**src/design/rpn_pkg.sv**
```systemverilog
// Package: stack sizing, data width, action and status codes for the RPN calculator.
package rpn_pkg;

   localparam int STACK_DEPTH = 16;
   localparam int DATA_W      = 32;
   localparam int ADDR_W      = (STACK_DEPTH > 1) ? $clog2(STACK_DEPTH) : 1;
   localparam int CNT_W       = $clog2(STACK_DEPTH + 1);
   localparam int ITER_W      = $clog2(DATA_W);

   typedef enum logic [2:0] {
      ACT_PUSH  = 3'd0,
      ACT_ADD   = 3'd1,
      ACT_SUB   = 3'd2,
      ACT_MUL   = 3'd3,
      ACT_DIV   = 3'd4,
      ACT_SWAP  = 3'd5,
      ACT_CLEAR = 3'd6,
      ACT_SHOW  = 3'd7
   } action_type;

   typedef enum logic [2:0] {
      ST_OK      = 3'd0,
      ST_OVER    = 3'd1,
      ST_UNDER   = 3'd2,
      ST_DIVZERO = 3'd3,
      ST_EMPTY   = 3'd4,
      ST_FULL    = 3'd5
   } status_type;

endpackage

```
**src/design/rpn_stack_integer_alu_top.sv**
```systemverilog
// Top level: RPN integer calculator with the stack held in a synchronous RAM.
//
// An item is taken when start is high and busy is low; exactly one result
// follows, shown for one cycle while rsp_valid is high, and the receiver
// cannot stall it. The whole stack lives in a RAM with registered read data
// and a copy of the top entry sits in a register, so each item is a short
// read-modify-write sequence. Push, clear, show top and S_EXEC errors end
// in S_EXEC; add, subtract and multiply go on to S_OPER; swap to S_SWAP2;
// a binary error that must refetch the new top to S_RELOAD; divide to
// S_DIV_WAIT for the divider. busy drops in the strobe cycle, so the next
// transfer may land there. Stack entries need no clearing after reset.
module rpn_stack_integer_alu_top (
   input  logic                        clock,
   input  logic                        reset,
   input  logic                        start,
   output logic                        busy,
   input  logic [2:0]                  req_action,
   input  logic signed [31:0]          req_operand_value,
   output logic                        rsp_valid,
   output logic [2:0]                  rsp_status,
   output logic signed [31:0]          rsp_top_value,
   output logic                        rsp_top_valid,
   output logic [4:0]                  rsp_stack_depth
);
   import rpn_pkg::*;

   typedef enum logic [2:0] {
      S_IDLE,
      S_EXEC,
      S_OPER,
      S_DIV_WAIT,
      S_SWAP2,
      S_RELOAD
   } state_type;

   state_type         state_ff, state_in;
   action_type        act_ff, act_in;
   logic [DATA_W-1:0] val_ff, val_in;
   logic [DATA_W-1:0] top_ff, top_in;
   logic [CNT_W-1:0]  count_ff, count_in;
   status_type        status_ff, status_in;
   logic              rsp_valid_ff, rsp_valid_in;

   logic              mem_we;
   logic [ADDR_W-1:0] mem_waddr;
   logic [DATA_W-1:0] mem_wdata;
   logic [ADDR_W-1:0] mem_raddr;
   logic [DATA_W-1:0] mem_rdata;

   logic              div_start;
   logic              div_done;
   logic [DATA_W-1:0] div_quo;

   logic [DATA_W:0]   sum;
   logic              fin_ok;
   logic              fin_err;
   status_type        fin_status;
   logic [DATA_W-1:0] fin_res;

   rpn_ram #(
      .WIDTH (DATA_W),
      .DEPTH (STACK_DEPTH)
   ) u_stack_ram (
      .clock   (clock),
      .wr_en   (mem_we),
      .wr_addr (mem_waddr),
      .wr_data (mem_wdata),
      .rd_addr (mem_raddr),
      .rd_data (mem_rdata)
   );

   rpn_div u_div (
      .clock    (clock),
      .reset    (reset),
      .start    (div_start),
      .dividend (mem_rdata),
      .divisor  (top_ff),
      .done     (div_done),
      .quotient (div_quo)
   );

   always_comb begin
      state_in     = state_ff;
      act_in       = act_ff;
      val_in       = val_ff;
      top_in       = top_ff;
      count_in     = count_ff;
      status_in    = status_ff;
      rsp_valid_in = 1'b0;
      mem_we       = 1'b0;
      mem_waddr    = ADDR_W'(count_ff - CNT_W'(2));
      mem_wdata    = top_ff;
      mem_raddr    = ADDR_W'(count_ff - CNT_W'(2));
      div_start    = 1'b0;
      fin_ok       = 1'b0;
      fin_err      = 1'b0;
      fin_status   = ST_OK;
      fin_res      = top_ff;
      sum          = {top_ff[DATA_W-1], top_ff} + {mem_rdata[DATA_W-1], mem_rdata};

      case (state_ff)
         S_IDLE: begin
            if (start) begin
               act_in   = action_type'(req_action);
               val_in   = req_operand_value;
               state_in = S_EXEC;
            end
         end
         S_EXEC: begin
            status_in = ST_OK;
            case (act_ff)
               ACT_PUSH: begin
                  if (count_ff == CNT_W'(STACK_DEPTH)) begin
                     status_in = ST_FULL;
                  end else begin
                     mem_we    = 1'b1;
                     mem_waddr = count_ff[ADDR_W-1:0];
                     mem_wdata = val_ff;
                     top_in    = val_ff;
                     count_in  = count_ff + 1'b1;
                  end
                  rsp_valid_in = 1'b1;
                  state_in     = S_IDLE;
               end
               ACT_ADD, ACT_SUB, ACT_MUL, ACT_DIV, ACT_SWAP: begin
                  if (count_ff < CNT_W'(2)) begin
                     status_in    = ST_EMPTY;
                     rsp_valid_in = 1'b1;
                     state_in     = S_IDLE;
                  end else begin
                     state_in = S_OPER;
                  end
               end
               ACT_CLEAR: begin
                  count_in     = '0;
                  rsp_valid_in = 1'b1;
                  state_in     = S_IDLE;
               end
               default: begin
                  if (count_ff == '0) begin
                     status_in = ST_EMPTY;
                  end
                  rsp_valid_in = 1'b1;
                  state_in     = S_IDLE;
               end
            endcase
         end
         S_OPER: begin
            case (act_ff)
               ACT_SWAP: begin
                  mem_we    = 1'b1;
                  mem_waddr = ADDR_W'(count_ff - CNT_W'(1));
                  mem_wdata = mem_rdata;
                  top_in    = mem_rdata;
                  val_in    = top_ff;
                  state_in  = S_SWAP2;
               end
               ACT_ADD: begin
                  if (sum[DATA_W] != sum[DATA_W-1]) begin
                     fin_err    = 1'b1;
                     fin_status = sum[DATA_W] ? ST_UNDER : ST_OVER;
                  end else begin
                     fin_ok  = 1'b1;
                     fin_res = sum[DATA_W-1:0];
                  end
               end
               ACT_SUB: begin
                  fin_ok  = 1'b1;
                  fin_res = top_ff - mem_rdata;
               end
               ACT_MUL: begin
                  fin_ok  = 1'b1;
                  fin_res = top_ff * mem_rdata;
               end
               default: begin
                  if (top_ff == '0) begin
                     fin_err    = 1'b1;
                     fin_status = ST_DIVZERO;
                  end else if (top_ff == '1 &&
                               mem_rdata == {1'b1, {(DATA_W-1){1'b0}}}) begin
                     fin_err    = 1'b1;
                     fin_status = ST_OVER;
                  end else begin
                     div_start = 1'b1;
                     state_in  = S_DIV_WAIT;
                  end
               end
            endcase
         end
         S_DIV_WAIT: begin
            if (div_done) begin
               fin_ok  = 1'b1;
               fin_res = div_quo;
            end
         end
         S_SWAP2: begin
            mem_we       = 1'b1;
            mem_waddr    = ADDR_W'(count_ff - CNT_W'(2));
            mem_wdata    = val_ff;
            rsp_valid_in = 1'b1;
            state_in     = S_IDLE;
         end
         S_RELOAD: begin
            top_in       = mem_rdata;
            rsp_valid_in = 1'b1;
            state_in     = S_IDLE;
         end
         default: begin
            state_in = S_IDLE;
         end
      endcase

      if (fin_ok) begin
         mem_we       = 1'b1;
         mem_waddr    = ADDR_W'(count_ff - CNT_W'(2));
         mem_wdata    = fin_res;
         top_in       = fin_res;
         count_in     = count_ff - CNT_W'(1);
         status_in    = ST_OK;
         rsp_valid_in = 1'b1;
         state_in     = S_IDLE;
      end
      if (fin_err) begin
         count_in  = count_ff - CNT_W'(2);
         status_in = fin_status;
         if (count_ff != CNT_W'(2)) begin
            mem_raddr = ADDR_W'(count_ff - CNT_W'(3));
            state_in  = S_RELOAD;
         end else begin
            rsp_valid_in = 1'b1;
            state_in     = S_IDLE;
         end
      end
   end

   always_ff @(posedge clock) begin
      if (reset) begin
         state_ff     <= S_IDLE;
         count_ff     <= '0;
         status_ff    <= ST_OK;
         rsp_valid_ff <= 1'b0;
      end else begin
         state_ff     <= state_in;
         count_ff     <= count_in;
         status_ff    <= status_in;
         rsp_valid_ff <= rsp_valid_in;
      end
      act_ff <= act_in;
      val_ff <= val_in;
      top_ff <= top_in;
   end

   assign busy            = (state_ff != S_IDLE);
   assign rsp_valid       = rsp_valid_ff;
   assign rsp_status      = status_ff;
   assign rsp_top_valid   = (count_ff != '0);
   assign rsp_top_value   = (count_ff != '0) ? top_ff : '0;
   assign rsp_stack_depth = 5'(count_ff);

endmodule

```
**src/design/rpn_ram.sv**
```systemverilog
// Generic single-port-write, single-port-read RAM with registered read data.
module rpn_ram #(
   parameter int WIDTH = 32,
   parameter int DEPTH = 16
) (
   input  logic                                       clock,
   input  logic                                       wr_en,
   input  logic [((DEPTH > 1) ? $clog2(DEPTH) : 1)-1:0] wr_addr,
   input  logic [WIDTH-1:0]                           wr_data,
   input  logic [((DEPTH > 1) ? $clog2(DEPTH) : 1)-1:0] rd_addr,
   output logic [WIDTH-1:0]                           rd_data
);

   logic [WIDTH-1:0] mem_ff [DEPTH];

   always_ff @(posedge clock) begin
      if (wr_en) begin
         mem_ff[wr_addr] <= wr_data;
      end
      rd_data <= mem_ff[rd_addr];
   end

endmodule

```
**src/design/rpn_div.sv**
```systemverilog
// Iterative signed divider: one quotient bit per cycle, truncates toward zero.
module rpn_div (
   input  logic                        clock,
   input  logic                        reset,
   input  logic                        start,
   input  logic [rpn_pkg::DATA_W-1:0]  dividend,
   input  logic [rpn_pkg::DATA_W-1:0]  divisor,
   output logic                        done,
   output logic [rpn_pkg::DATA_W-1:0]  quotient
);
   import rpn_pkg::*;

   logic              busy_ff, busy_in;
   logic              done_ff, done_in;
   logic              neg_ff, neg_in;
   logic [ITER_W-1:0] iter_ff, iter_in;
   logic [DATA_W-1:0] dmag_ff, dmag_in;
   logic [DATA_W-1:0] rem_ff, rem_in;
   logic [DATA_W-1:0] quo_ff, quo_in;
   logic [DATA_W:0]   shifted;
   logic [DATA_W:0]   trial;

   always_comb begin
      busy_in = busy_ff;
      done_in = 1'b0;
      neg_in  = neg_ff;
      iter_in = iter_ff;
      dmag_in = dmag_ff;
      rem_in  = rem_ff;
      quo_in  = quo_ff;
      shifted = {rem_ff, quo_ff[DATA_W-1]};
      trial   = shifted - {1'b0, dmag_ff};
      if (start) begin
         busy_in = 1'b1;
         neg_in  = dividend[DATA_W-1] ^ divisor[DATA_W-1];
         iter_in = '0;
         dmag_in = divisor[DATA_W-1] ? (~divisor + 1'b1) : divisor;
         quo_in  = dividend[DATA_W-1] ? (~dividend + 1'b1) : dividend;
         rem_in  = '0;
      end else if (busy_ff) begin
         if (!trial[DATA_W]) begin
            rem_in = trial[DATA_W-1:0];
            quo_in = {quo_ff[DATA_W-2:0], 1'b1};
         end else begin
            rem_in = shifted[DATA_W-1:0];
            quo_in = {quo_ff[DATA_W-2:0], 1'b0};
         end
         iter_in = iter_ff + 1'b1;
         if (iter_ff == ITER_W'(DATA_W - 1)) begin
            busy_in = 1'b0;
            done_in = 1'b1;
         end
      end
   end

   always_ff @(posedge clock) begin
      if (reset) begin
         busy_ff <= 1'b0;
         done_ff <= 1'b0;
      end else begin
         busy_ff <= busy_in;
         done_ff <= done_in;
      end
      neg_ff  <= neg_in;
      iter_ff <= iter_in;
      dmag_ff <= dmag_in;
      rem_ff  <= rem_in;
      quo_ff  <= quo_in;
   end

   assign done     = done_ff;
   assign quotient = neg_ff ? (~quo_ff + 1'b1) : quo_ff;

endmodule
```
**config.mk**
```make
export PLATFORM = sky130hd
export DESIGN_NAME = rpn_stack_integer_alu_top
export DESIGN_NICKNAME = d
export VERILOG_FILES = /design/src/design/rpn_pkg.sv /design/src/design/rpn_stack_integer_alu_top.sv /design/src/design/rpn_ram.sv /design/src/design/rpn_div.sv
export SDC_FILE = /design/constraint.sdc
export NUM_CORES = 2
export LEC_CHECK = 0
export BUFFER_PORTS_ARGS = -buffer_cell sky130_fd_sc_hd__buf_4
export CORE_AREA = 2 2 411 250
export DETAILED_ROUTE_END_ITERATION = 7
export DIE_AREA = 0 0 413 252
export GPL_ROUTABILITY_DRIVEN = 0
export GPL_TIMING_DRIVEN = 0
export PLACE_DENSITY = 0.71
export REMOVE_ABC_BUFFERS = 1
export SYNTH_ARGS = -nofsm -noshare
export SYNTH_HDL_FRONTEND = slang
export SYNTH_SLANG_ARGS = --single-unit
```
**constraint.sdc**
```tcl
create_clock -name clock -period 11.65 [get_ports clock]
set_input_delay 0.5825 -clock clock [delete_from_list [all_inputs] [get_ports clock]]
set_output_delay 0.5825 -clock clock [all_outputs]
set_load 0.02 [all_outputs]
```
==> flow_metrics.py <==
metrics = {
    "sta": {
        "setup_viol": 0,
        "post-route-period-util": 0.898,
        "rsz0062_at_grt": "false",
        "fin_crit_ps": 10460,
        "fmax_ghz": 0.0956,
        "worst_slew_pin_slew_ps": 1510,
        "hold_viol_final": 0,
        "skew_ps": 40.1,
        "slew_violations": 24,
        "hold-worst-slack_ps": 163,
        "final.setup.tns_ps": 0,
        "slew_headroom": -0.00585,
    },
    "logic_synthesis": {
        "ys_warn_count": 0,
        "synth_cell_type_count": 89,
        "avgSynthCellArea_um2": 10.2,
        "synth_flop_cell": "edfxtp_1",
        "syn_inst": 5361,
        "ys_async_sr_fraction": 0,
        "synth_area_mm2": 0.0547,
        "seq_area_frac_synth": 0.384,
        "synth_edf_count": 644,
        "synth-seq-cells": 727,
    },
    "setup_path": {
        "cp-end-kind": "register",
        "crit_arrival_ps": 10850,
        "cp_data_required_time_ps": 12040,
        "cp_common_cell": "fa_1",
        "crit_path_top_delay_cell": "clkinv_1",
        "slowest_delay_ps": 1260,
        "crit_chain": "clkinv_1 -> nor2_1 -> fa_1 -> fa_1 -> inv_1 -> fa_1 -> fa_1 -> inv_1 -> ha_1 -> ha_1 -> fa_1 -> fa_1 -> ha_1 -> nand3_1 -> a211o_1 -> a311oi_1 -> a31oi_1 -> or3_1 -> a21oi_1 -> xnor2_1 -> a221oi_1 -> o221ai_1 -> buf_4",
        "crit_path_max_fanout": 27,
        "cp_top_family": "adder cells",
        "path_buf_inv": 4,
        "crit_type": "register to register",
        "cp-start-kind": "register",
    },
    "clock_network": {
        "cts_hold_buf": 0,
        "htreeDepth": 3,
        "post_cts_buffers": 0,
        "cts.path.max_buffers": 3,
        "clock-sinks": 727,
        "cts_buffers": 69,
        "cts_tree": "yes",
        "clk_pin_slew_ps": 70,
        "cts-root-buf": "clkbuf_16",
        "cts_resized": 0,
        "clock_latency_ps": 680,
    },
    "detailed_routing": {
        "drt_iter0_markers": 8099,
        "dr.pass1.iters": 8,
        "via_per_inst": 6.68,
        "vias": 44300,
        "wirelength_um": 184000,
        "drc": 203,
        "ant_nets": 0,
        "wl_per_cell_um": 27.7,
    },
    "placed_design": {
        "place_inst": 6491,
        "numPortBuffers": 80,
        "dpl.hpwl_um": 127000,
    },
    "die": {
        "die_h_um": 252,
        "fp-row-count": 90,
        "ioPinCount": 81,
        "start_util": 0.547,
        "core_area_mm2": 0.100,
        "die_w_um": 413,
        "die_area_mm2": 0.104,
    },
    "finish": {
        "area_delta_synth_final_pct": 10.7,
        "layout.nets": 5919,
        "final_cells": 6629,
        "fill_cells": 8008,
        "drive_gt1_frac": 0.0972,
    },
    "status": {
        "status": "complete, but fails checks",
        "violations": "DRC, capacitance limit, slew limit",
    },
    "global_route": {
        "grt_usage": 0.351,
        "grt_max_degree": 71,
        "grt_pass1_vias": 42200,
        "grt_first_pass_wirelength_um": 271000,
        "antenna_found_initial": 10,
        "overflow": 0,
    },
    "run": {
        "cap_violations": 3,
    },
    "worst_hold_path": {
        "hold_path.class": "input port to register",
    },
}
worst paths after layout:
check,from,end,slack [ps],depth (start not counted)
setup / recovery,top_ff[1]$_DFFE_PP_,u_stack_ram.mem_ff[8][31]$_DFFE_PP_,1190,23
setup reg to reg,top_ff[1]$_DFFE_PP_,u_stack_ram.mem_ff[8][31]$_DFFE_PP_,1190,23
hold / removal,req_action[0],act_ff[0]$_DFFE_PP_,160,1
hold reg to reg,u_div.rem_ff[28]$_SDFFE_PP0P_,u_div.rem_ff[29]$_SDFFE_PP0P_,520,2
metrics by stage:
step / cell area, µm² / util / setup slack (ps)
floorplan: 53200 / - / 3400
global placement: 55500 / 0.555 / -2750
detailed placement: 58100 / 0.581 / 1500
CTS: 60400 / 0.604 / 1510
global route: 60500 / 0.605 / 818
finish: 60500 / 0.605 / 1190
registers in the layout, indices dropped and copies added, names as in the netlist:
name and cells:
u_stack_ram.rd_data 32, u_stack_ram.mem_ff 512, u_div.dmag_ff 32, u_div.quo_ff 32
u_div.done 1, rsp_valid 1, top_ff 32, val_ff 32
u_div.rem_ff 32, state_ff 3, act_ff 3, rsp_stack_depth 5
rsp_status 3, u_div.iter_ff 5, u_div.neg_ff 1, u_div.busy_ff 1
cell usage in the layout (no fill, tap or decap), drive strengths merged, types with 52 or more instances in the layout:
cell,synthesis,final
dfxtp,83,83
clkbuf,323,90
mux2,98,98
o22ai,96,96
o21ai,304,304
fa,411,411
a21oi,163,163
nor2,295,295
edfxtp,644,644
buf,61,189
o221ai,99,99
a31oi,52,52
nor2b,54,54
xor2,56,56
inv,507,513
nand2,515,515
xnor2,154,154
nand3,81,81
or3,73,73
and2,270,270
ha,233,233
o31ai,52,52
and3,115,115
synthesized netlist by cell type, types with 80 or more instances:
library cell  instances  area (µm²)
edfxtp_1            644       19300
nor2_1              295        1110
nand3_1              80         400
o21ai_0             289        1450
ha_1                233        2920
o221ai_1             92         806
o22ai_1              96         601
and3_1              115         719
and2_1              270        1690
dfxtp_1              83        1660
inv_1               507        1900
xnor2_1             154        1350
fa_1                411        8230
clkbuf_1            323        1210
a21oi_1             163         816
mux2_2               98        1100
nand2_1             515        1930
metal layers:
metal | wire (µm) | vias up | share of wire | track usage
met2 | 70100 | 3666 | 0.38 | 0.459
met3 | 33000 | 512 | 0.18 | 0.144
met1 | 73400 | 21500 | 0.40 | 0.522
li1 | - | 18600 | - | -
met5 | 317 | - | 0.0017 | 0.0107
met4 | 6910 | 14 | 0.038 | 0.109
final cells by class:
cell class / instances / area [µm²] / area share
antenna: 5 / 12.5 / 0.000207
clock buffer: 90 / 1860 / 0.0307
clock inverter: 34 / 424 / 0.00701
inverter: 509 / 1910 / 0.0316
multi-input combinational: 3741 / 30700 / 0.508
sequential: 727 / 21000 / 0.347
tap: 1334 / 1670 / 0.0276
timing repair buffer: 189 / 2910 / 0.0481
kinds of logic (layout without fill, tap and decap cells):
kind of cell / count (synthesis) / after routing / synth area share
flops: 727 / 727 / 0.384
other cells: 0 / 5 / 0
mux: 144 / 144 / 0.0288
buf+inv: 893 / 822 / 0.0625
fa+ha+maj: 644 / 644 / 0.204
xor+xnor: 210 / 210 / 0.0336
compound gates: 1114 / 1114 / 0.138
simple gates: 1629 / 1629 / 0.150
Power is not shown: default switching activity piles up to over one toggle a cycle in this logic, so the estimate is an artifact.
